<file path="config.mk">
export PLATFORM = sky130hd
export DESIGN_NAME = ansi_sgr_color_decoder_core
export DESIGN_NICKNAME = d
export VERILOG_FILES = /design/src/hw/rtl/asgr_pkg.sv /design/src/hw/rtl/asgr_ram.sv /design/src/hw/rtl/ansi_sgr_color_decoder_core.sv
export SDC_FILE = /design/constraint.sdc
export NUM_CORES = 1
export LEC_CHECK = 0
export BUFFER_PORTS_ARGS = -buffer_cell sky130_fd_sc_hd__buf_2
export CORE_AREA = 4 4 162 164
export DETAILED_ROUTE_END_ITERATION = 8
export DIE_AREA = 0 0 166 168
export PLACE_DENSITY = 0.49
export SLEW_MARGIN = 20
export SYNTH_ARGS = -nofsm -noshare
export SYNTH_HDL_FRONTEND = slang
export SYNTH_SLANG_ARGS = --single-unit
</file>
<file path="constraint.sdc">
create_clock -name clk -period 3.9 [get_ports clk]
set_input_delay 0.585 -clock clk [delete_from_list [all_inputs] [get_ports clk]]
set_output_delay 0.585 -clock clk [all_outputs]
set_load 0.02 [all_outputs]
</file>
<file path="src/hw/rtl/asgr_pkg.sv">
// ----------------------------------------------------------------------------
// asgr_pkg
// shared types, character codes and helpers for the sgr colour decoder
// ----------------------------------------------------------------------------
package asgr_pkg;

    localparam int VALUE_W = 14;

    typedef logic [7:0]         byte_t;
    typedef logic [3:0]         code_t;
    typedef logic [VALUE_W-1:0] value_t;
    typedef logic [3:0]         fg_t;
    typedef logic [2:0]         bg_t;
    typedef logic [6:0]         attr_t;

    localparam byte_t ESC_BYTE      = 8'h1B;
    localparam byte_t CHAR_ZERO     = 8'h30;
    localparam byte_t CHAR_NINE     = 8'h39;
    localparam byte_t CHAR_SEMI     = 8'h3B;
    localparam byte_t CHAR_LBRACKET = 8'h5B;
    localparam byte_t CHAR_M        = 8'h6D;
    localparam byte_t FINAL_LO      = 8'h40;
    localparam byte_t FINAL_HI      = 8'h7E;

    localparam code_t CODE_SEMI  = 4'd10;
    localparam code_t CODE_DIGIT_MAX = 4'd9;

    localparam value_t VALUE_LIMIT = 14'd999;
    localparam value_t SGR_RESET   = 14'd0;
    localparam value_t SGR_BOLD    = 14'd1;
    localparam value_t SGR_FG_LO   = 14'd30;
    localparam value_t SGR_FG_HI   = 14'd37;
    localparam value_t SGR_BG_LO   = 14'd40;
    localparam value_t SGR_BG_HI   = 14'd47;
    localparam value_t SGR_BRT_LO  = 14'd90;
    localparam value_t SGR_BRT_HI  = 14'd97;
    localparam value_t BRT_OFFSET  = 14'd82;

    localparam fg_t FG_RESET = 4'hF;
    localparam bg_t BG_RESET = 3'd0;

    function automatic attr_t make_attribute(fg_t fg, bg_t bg, logic bold);
        logic bright;
        bright = fg[3] | bold;
        return {bg, bright, fg[2:0]};
    endfunction

endpackage

</file>
<file path="src/hw/rtl/asgr_ram.sv">
// ----------------------------------------------------------------------------
// asgr_ram
// generic single write port ram with one registered read port
// ----------------------------------------------------------------------------
module asgr_ram #(
    parameter int WIDTH = 4,
    parameter int DEPTH = 32
) (
    input  logic                                 clk,
    input  logic                                 wr_en,
    input  logic [(DEPTH > 1 ? $clog2(DEPTH) : 1)-1:0] wr_addr,
    input  logic [WIDTH-1:0]                     wr_data,
    input  logic                                 rd_en,
    input  logic [(DEPTH > 1 ? $clog2(DEPTH) : 1)-1:0] rd_addr,
    output logic [WIDTH-1:0]                     rd_data
);

    logic [WIDTH-1:0] mem [DEPTH];

    always_ff @(posedge clk)
    begin
        if (wr_en)
        begin
            mem[wr_addr] <= wr_data;
        end
        if (rd_en)
        begin
            rd_data <= mem[rd_addr];
        end
    end

endmodule

</file>
<file path="src/hw/rtl/ansi_sgr_color_decoder_core.sv">
// ----------------------------------------------------------------------------
// ansi_sgr_color_decoder_core
// strips ansi escape sequences and tags passed bytes with a vga attribute
// ----------------------------------------------------------------------------
// Each input beat carries one byte. Bytes outside escape sequences leave as
// one output beat with the current attribute (bg 6..4, intensity 3, fg 2..0);
// escape and csi bytes give no output. A new byte is taken while an earlier
// output still waits, except that a byte which itself produces output needs
// the output register free. The 'm' terminator of a csi sequence holds off
// input while one shared multiply-by-ten-and-add unit walks the parameter
// ram, one character per read and evaluate pair, because the ram returns
// registered read data; an oversized value ends the walk early.
// ----------------------------------------------------------------------------
module ansi_sgr_color_decoder_core #(
    parameter int MAX_PARAM_CHARS = 32
) (
    input  logic       clk,
    input  logic       rst_n,
    input  logic       in_valid,
    output logic       in_ready,
    input  logic [7:0] in_byte,
    output logic       out_valid,
    input  logic       out_ready,
    output logic [7:0] out_byte,
    output logic [6:0] attribute
);

    localparam int CW = $clog2(MAX_PARAM_CHARS + 1);
    localparam int AW = (MAX_PARAM_CHARS > 1) ? $clog2(MAX_PARAM_CHARS) : 1;

    typedef enum logic [1:0] {
        MODE_NORMAL,
        MODE_ESC,
        MODE_CSI,
        MODE_DISCARD
    } mode_t;

    typedef enum logic [1:0] {
        SEQ_IDLE,
        SEQ_FETCH,
        SEQ_EVAL
    } seq_t;

    mode_t               mode_reg, mode_next;
    seq_t                seq_reg, seq_next;
    logic [CW-1:0]       count_reg, count_next;
    logic [CW-1:0]       idx_reg, idx_next;
    asgr_pkg::value_t    value_reg, value_next;
    asgr_pkg::fg_t       fg_reg, fg_next;
    asgr_pkg::bg_t       bg_reg, bg_next;
    logic                bold_reg, bold_next;
    logic                out_valid_reg, out_valid_next;
    asgr_pkg::byte_t     out_byte_reg, out_byte_next;
    asgr_pkg::attr_t     attr_reg, attr_next;

    logic                accept;
    logic                is_final;
    logic                is_param;
    logic                wr_en;
    asgr_pkg::code_t     wr_code;
    logic                rd_en;
    asgr_pkg::code_t     rd_code;
    asgr_pkg::code_t     unit_code;
    asgr_pkg::value_t    unit_sum;
    logic                unit_digit;
    logic                unit_apply;

    asgr_ram #(
        .WIDTH (4),
        .DEPTH (MAX_PARAM_CHARS)
    ) u_param_ram (
        .clk     (clk),
        .wr_en   (wr_en),
        .wr_addr (count_reg[AW-1:0]),
        .wr_data (wr_code),
        .rd_en   (rd_en),
        .rd_addr (idx_reg[AW-1:0]),
        .rd_data (rd_code)
    );

    assign in_ready = (seq_reg == SEQ_IDLE)
                   && (!out_valid_reg || out_ready || mode_reg != MODE_NORMAL
                       || in_byte == asgr_pkg::ESC_BYTE);
    assign accept   = in_valid && in_ready;
    assign is_final = in_byte inside {[asgr_pkg::FINAL_LO:asgr_pkg::FINAL_HI]};
    assign is_param = (in_byte inside {[asgr_pkg::CHAR_ZERO:asgr_pkg::CHAR_NINE]})
                   || in_byte == asgr_pkg::CHAR_SEMI;
    assign wr_code  = (in_byte == asgr_pkg::CHAR_SEMI) ? asgr_pkg::CODE_SEMI
                                                       : 4'(in_byte - asgr_pkg::CHAR_ZERO);
    assign wr_en    = accept && mode_reg == MODE_CSI && is_param
                   && count_reg < CW'(MAX_PARAM_CHARS);

    // shared multiply-by-ten and add unit
    assign unit_code  = (seq_reg == SEQ_EVAL) ? rd_code : asgr_pkg::CODE_SEMI;
    assign unit_digit = unit_code <= asgr_pkg::CODE_DIGIT_MAX;
    assign unit_sum   = (value_reg << 3) + (value_reg << 1)
                      + asgr_pkg::value_t'(unit_code);

    always_comb
    begin
        mode_next      = mode_reg;
        seq_next       = seq_reg;
        count_next     = count_reg;
        idx_next       = idx_reg;
        value_next     = value_reg;
        fg_next        = fg_reg;
        bg_next        = bg_reg;
        bold_next      = bold_reg;
        out_valid_next = out_valid_reg;
        out_byte_next  = out_byte_reg;
        attr_next      = attr_reg;
        rd_en          = 1'b0;
        unit_apply     = 1'b0;

        if (out_valid_reg && out_ready)
        begin
            out_valid_next = 1'b0;
        end

        if (accept)
        begin
            case (mode_reg)
                MODE_NORMAL:
                begin
                    if (in_byte == asgr_pkg::ESC_BYTE)
                    begin
                        mode_next  = MODE_ESC;
                        count_next = '0;
                    end
                    else
                    begin
                        out_valid_next = 1'b1;
                        out_byte_next  = in_byte;
                        attr_next      = asgr_pkg::make_attribute(fg_reg, bg_reg, bold_reg);
                    end
                end
                MODE_ESC:
                begin
                    if (in_byte == asgr_pkg::CHAR_LBRACKET)
                    begin
                        mode_next  = MODE_CSI;
                        count_next = '0;
                    end
                    else if (in_byte != asgr_pkg::ESC_BYTE)
                    begin
                        mode_next  = MODE_NORMAL;
                        count_next = '0;
                    end
                end
                MODE_DISCARD:
                begin
                    if (in_byte == asgr_pkg::ESC_BYTE)
                    begin
                        mode_next = MODE_ESC;
                    end
                    else if (is_final)
                    begin
                        mode_next = MODE_NORMAL;
                    end
                end
                MODE_CSI:
                begin
                    if (in_byte == asgr_pkg::CHAR_M)
                    begin
                        mode_next  = MODE_NORMAL;
                        seq_next   = SEQ_FETCH;
                        idx_next   = '0;
                        value_next = '0;
                    end
                    else if (is_final)
                    begin
                        mode_next  = MODE_NORMAL;
                        count_next = '0;
                    end
                    else if (wr_en)
                    begin
                        count_next = count_reg + CW'(1);
                    end
                    else
                    begin
                        mode_next = MODE_DISCARD;
                    end
                end
                default:
                begin
                    mode_next = MODE_NORMAL;
                end
            endcase
        end

        case (seq_reg)
            SEQ_FETCH:
            begin
                if (idx_reg < count_reg)
                begin
                    rd_en    = 1'b1;
                    seq_next = SEQ_EVAL;
                end
                else
                begin
                    // implied trailing separator
                    unit_apply = 1'b1;
                    seq_next   = SEQ_IDLE;
                    count_next = '0;
                end
            end
            SEQ_EVAL:
            begin
                idx_next = idx_reg + CW'(1);
                seq_next = SEQ_FETCH;
                if (unit_digit)
                begin
                    if (value_reg > asgr_pkg::VALUE_LIMIT)
                    begin
                        seq_next   = SEQ_IDLE;
                        count_next = '0;
                    end
                    else
                    begin
                        value_next = unit_sum;
                    end
                end
                else
                begin
                    unit_apply = 1'b1;
                    value_next = '0;
                end
            end
            default:
            begin
            end
        endcase

        if (unit_apply)
        begin
            if (value_reg == asgr_pkg::SGR_RESET)
            begin
                fg_next   = asgr_pkg::FG_RESET;
                bg_next   = asgr_pkg::BG_RESET;
                bold_next = 1'b0;
            end
            else if (value_reg == asgr_pkg::SGR_BOLD)
            begin
                bold_next = 1'b1;
            end
            else if (value_reg inside {[asgr_pkg::SGR_FG_LO:asgr_pkg::SGR_FG_HI]})
            begin
                fg_next = 4'(value_reg - asgr_pkg::SGR_FG_LO);
            end
            else if (value_reg inside {[asgr_pkg::SGR_BRT_LO:asgr_pkg::SGR_BRT_HI]})
            begin
                fg_next = 4'(value_reg - asgr_pkg::BRT_OFFSET);
            end
            else if (value_reg inside {[asgr_pkg::SGR_BG_LO:asgr_pkg::SGR_BG_HI]})
            begin
                bg_next = 3'(value_reg - asgr_pkg::SGR_BG_LO);
            end
        end
    end

    always_ff @(posedge clk or negedge rst_n)
    begin
        if (!rst_n)
        begin
            mode_reg      <= MODE_NORMAL;
            seq_reg       <= SEQ_IDLE;
            count_reg     <= '0;
            idx_reg       <= '0;
            value_reg     <= '0;
            fg_reg        <= asgr_pkg::FG_RESET;
            bg_reg        <= asgr_pkg::BG_RESET;
            bold_reg      <= 1'b0;
            out_valid_reg <= 1'b0;
        end
        else
        begin
            mode_reg      <= mode_next;
            seq_reg       <= seq_next;
            count_reg     <= count_next;
            idx_reg       <= idx_next;
            value_reg     <= value_next;
            fg_reg        <= fg_next;
            bg_reg        <= bg_next;
            bold_reg      <= bold_next;
            out_valid_reg <= out_valid_next;
        end
    end

    always_ff @(posedge clk)
    begin
        out_byte_reg <= out_byte_next;
        attr_reg     <= attr_next;
    end

    assign out_valid = out_valid_reg;
    assign out_byte  = out_byte_reg;
    assign attribute = attr_reg;

    // input is held off while the parameter walk runs
    assert property (@(posedge clk) disable iff (!rst_n)
        in_ready |-> seq_reg == SEQ_IDLE)
        else $error("input taken during parameter walk");

    assert property (@(posedge clk) disable iff (!rst_n)
        seq_reg != SEQ_IDLE |-> mode_reg == MODE_NORMAL)
        else $error("parameter walk outside normal mode");

    assert property (@(posedge clk) disable iff (!rst_n)
        count_reg <= CW'(MAX_PARAM_CHARS))
        else $error("parameter count beyond store depth");

    assert property (@(posedge clk) disable iff (!rst_n)
        seq_reg == SEQ_EVAL |-> idx_reg < count_reg)
        else $error("evaluating past stored parameters");

    assert property (@(posedge clk) disable iff (!rst_n)
        seq_reg == SEQ_IDLE |=> seq_reg == SEQ_IDLE || seq_reg == SEQ_FETCH)
        else $error("walk started without a fetch");

endmodule
</file>
==> flow_metrics.py <==
metrics = {
    "worst_setup_path": {
        "reg2reg_setup_slack_ns": 0.78,
        "cp.arrival_ns": 3.45,
        "rr_endpoint": "value_reg[10]",
        "r2r_start": "seq_reg[0]",
        "critical_path_peak_fanout": 4,
        "required_ns": 4.22,
        "reg2regPathDepth": 12,
        "end_kind": "register",
        "critical_path_class": "register to register",
        "start_kind": "register",
    },
    "clock_tree": {
        "clkLatencyLatePin_ns": 0.43,
        "cts_buffers": 17,
        "post-cts-setup-buffer-count": 0,
        "cts_hold_buf": 0,
        "clkTransAtPathRegs_ns": 0.08,
        "cts_root_buffer": "clkbuf_16",
        "cts_max_path_buffers": 2,
        "cts_resized": 0,
        "htree_levels": 4,
        "cts_tree": "yes",
        "cts_num_sinks": 186,
    },
    "final_layout": {
        "synthToLayoutAreaGrowth_pct": 13.0,
        "layout_common_cells": "edfxtp_1, nor2_1, mux4_2",
        "design.final.nets": 651,
        "mostFrequentLayoutCell": "edfxtp_1",
        "antenna_cells": 0,
        "drive_gt1_frac": 0.213,
        "largest_reg_flops": 128,
    },
    "floorplanning": {
        "die_w_microns": 166,
        "coreArea_sq_um": 24900,
        "row_count": 58,
        "start_util": 0.345,
        "dieArea_sq_um": 27900,
        "io_pins": 29,
        "die_y_microns": 168,
    },
    "yosys": {
        "syn-num-nets": 617,
        "yosysTopAreaCellShare": 0.514,
        "ys.flop_type": "edfxtp_1",
        "syn_area_per_cell_sq_um": 15.1,
        "synth.distinct_cells": 59,
        "async_reset_ff_frac": 0.210,
        "syn_area_sq_um": 8590,
        "synth_top_area_cell": "edfxtp_1",
        "syn_inst": 567,
        "ys_seq_area_frac": 0.628,
        "ys_ff_latch": 186,
        "ys_warn_count": 0,
        "ys_top_cells_by_area": "edfxtp_1, mux4_2, dfrtp_1, ha_1, nor2_1",
        "synth_edf_count": 147,
    },
    "detailed_routing": {
        "ant_nets": 0,
        "drc": 0,
        "wl_per_cell_microns": 20.1,
        "vias": 4907,
        "wl_microns": 19000,
        "drt_iter0_drc": 329,
        "firstDrtPassIters": 5,
        "via_per_inst": 5.20,
    },
    "sta": {
        "hold_viol_final": 0,
        "fmaxAchievable_ghz": 0.320,
        "finalSetupViolCount": 0,
        "totalNegativeSetupSlack_ns": 0,
        "rsz0062_at_grt": "false",
        "fin_crit_sh": 0.801,
        "slew_headroom": 0.314,
        "worst_pin_slew_ns": 1.03,
        "clock_skew_ns": 0.0128,
        "slew_violations": 0,
        "min_period_ns": 3.12,
    },
    "global_route": {
        "grt_pass1_vias": 5199,
        "grt_pass1_wl_microns": 30500,
        "grt.overflow.total": 0,
        "grt_max_degree": 40,
        "grt_antenna_before_repair": 0,
        "grt.total_usage": 0.141,
    },
    "power_and_ir_drop": {
        "p_leak_nw": 3.47,
        "power_mw": 6.23,
        "power_density_nw_per_um2": 642,
        "vdd_drop_max_uv": 288,
    },
    "min_path": {
        "hold_path_class": "input port to asynchronous set/reset pin",
    },
    "placement": {
        "port_buffers": 28,
        "place_hpwl_microns": 13100,
        "place.gp.congestion": 0.834,
    },
    "status": {
        "status": "complete, no violations",
    },
    "job": {
        "drv_cap": 0,
    },
}
-- metrics by stage --
stage / cell area, sq um / setup WS (ns) / utilization / cells / hold slack [ns]
CTS: 9710 / 0.763 / 0.390 / 944 / 0.317
detailed placement: 9130 / 0.541 / 0.367 / 912 / 0.439
global route: 9710 / 0.502 / 0.390 / 944 / 0.372
floorplan: 8590 / 0.721 / - / 567 / 0.289
global placement: 9130 / 0.633 / 0.367 / 912 / 0.428
finish: 9710 / 0.777 / 0.390 / 944 / 0.306
-- Yosys cell counts (3+ instances only) --
master / number
edfxtp_1: 147
nor2_1: 52
mux4_2: 40
dfrtp_1: 35
ha_1: 35
nand2_1: 31
inv_1: 18
a21oi_1: 17
o21ai_0: 16
xnor2_1: 15
nand3_1: 14
a22o_1: 13
clkbuf_1: 12
nor3_1: 12
a21o_1: 9
mux2_2: 7
nand4_1: 6
a211oi_1: 5
buf_1: 5
nor2b_1: 5
and2_1: 4
dfstp_2: 4
o21a_1: 4
or3_1: 4
a221oi_1: 3
buf_4: 3
fa_1: 3
mux2i_1: 3
o22a_1: 3
or2_2: 3
-- kinds of logic (layout without fill, tap and decap cells) --
| logic type | after synthesis | in the layout | synth area share |
|---|---|---|---|
| AO/OA/AOI/OAI | 91 | 91 | 0.0750 |
| buffers and inverters | 39 | 86 | 0.0185 |
| adder cells (fa/ha/maj) | 38 | 38 | 0.0580 |
| XOR/XNOR | 17 | 17 | 0.0173 |
| multiplexers | 50 | 50 | 0.118 |
| flip-flops | 186 | 186 | 0.628 |
| AND/OR/NAND/NOR | 146 | 146 | 0.0854 |
-- worst max-delay path by stage --
stage | start | to | cells after the start
after floorplan | seq_reg[0] | value_reg[12] | 14
after global placement | in_byte[1] | u_param_ram.mem[14][0] | 6
after detailed placement | in_byte[1] | u_param_ram.mem[12][0] | 6
after CTS | seq_reg[0] | value_reg[13] | 12
after global routing | seq_reg[0] | value_reg[12] | 13
final | seq_reg[0] | value_reg[10] | 12
-- per-layer routing --
metal / GRT usage / routed length (microns) / vias to the layer above
met5: 0 / 0 / -
met4: 0.0334 / 227 / 0
met3: 0.0317 / 658 / 16
met2: 0.240 / 9630 / 88
met1: 0.187 / 8470 / 2527
li1: - / - / 2276
-- cell type report --
class	count	area, sq um
Fill cell	2330	15200
Clock buffer	17	425
Inverter	18	67.6
Sequential cell	186	5400
Clock inverter	15	151
Multi-Input combinational cell	342	3040
Timing Repair Buffer	36	213
Tap cell	330	413
-- power breakdown --
part           switching [mW]  internal (mW)  total, mW
clock network           0.826          0.857       1.68
registers               0.254           2.34       2.59
logic                   0.993          0.961       1.95
total                    2.07           4.16       6.23
-- worst max-delay path, stage by stage, from the launching register on --
cell and delay (ns):
dfrtp_1 0.38, inv_1 0.08, ha_1 0.23, nor2b_1 0.15
fa_1 0.47, inv_1 0.07, fa_1 0.46, a21o_1 0.21
a21boi_0 0.33, o21ai_0 0.16, a21oi_1 0.19, xnor2_1 0.09
a22o_1 0.18
No activity file was read; power rests on OpenSTA's default activity.
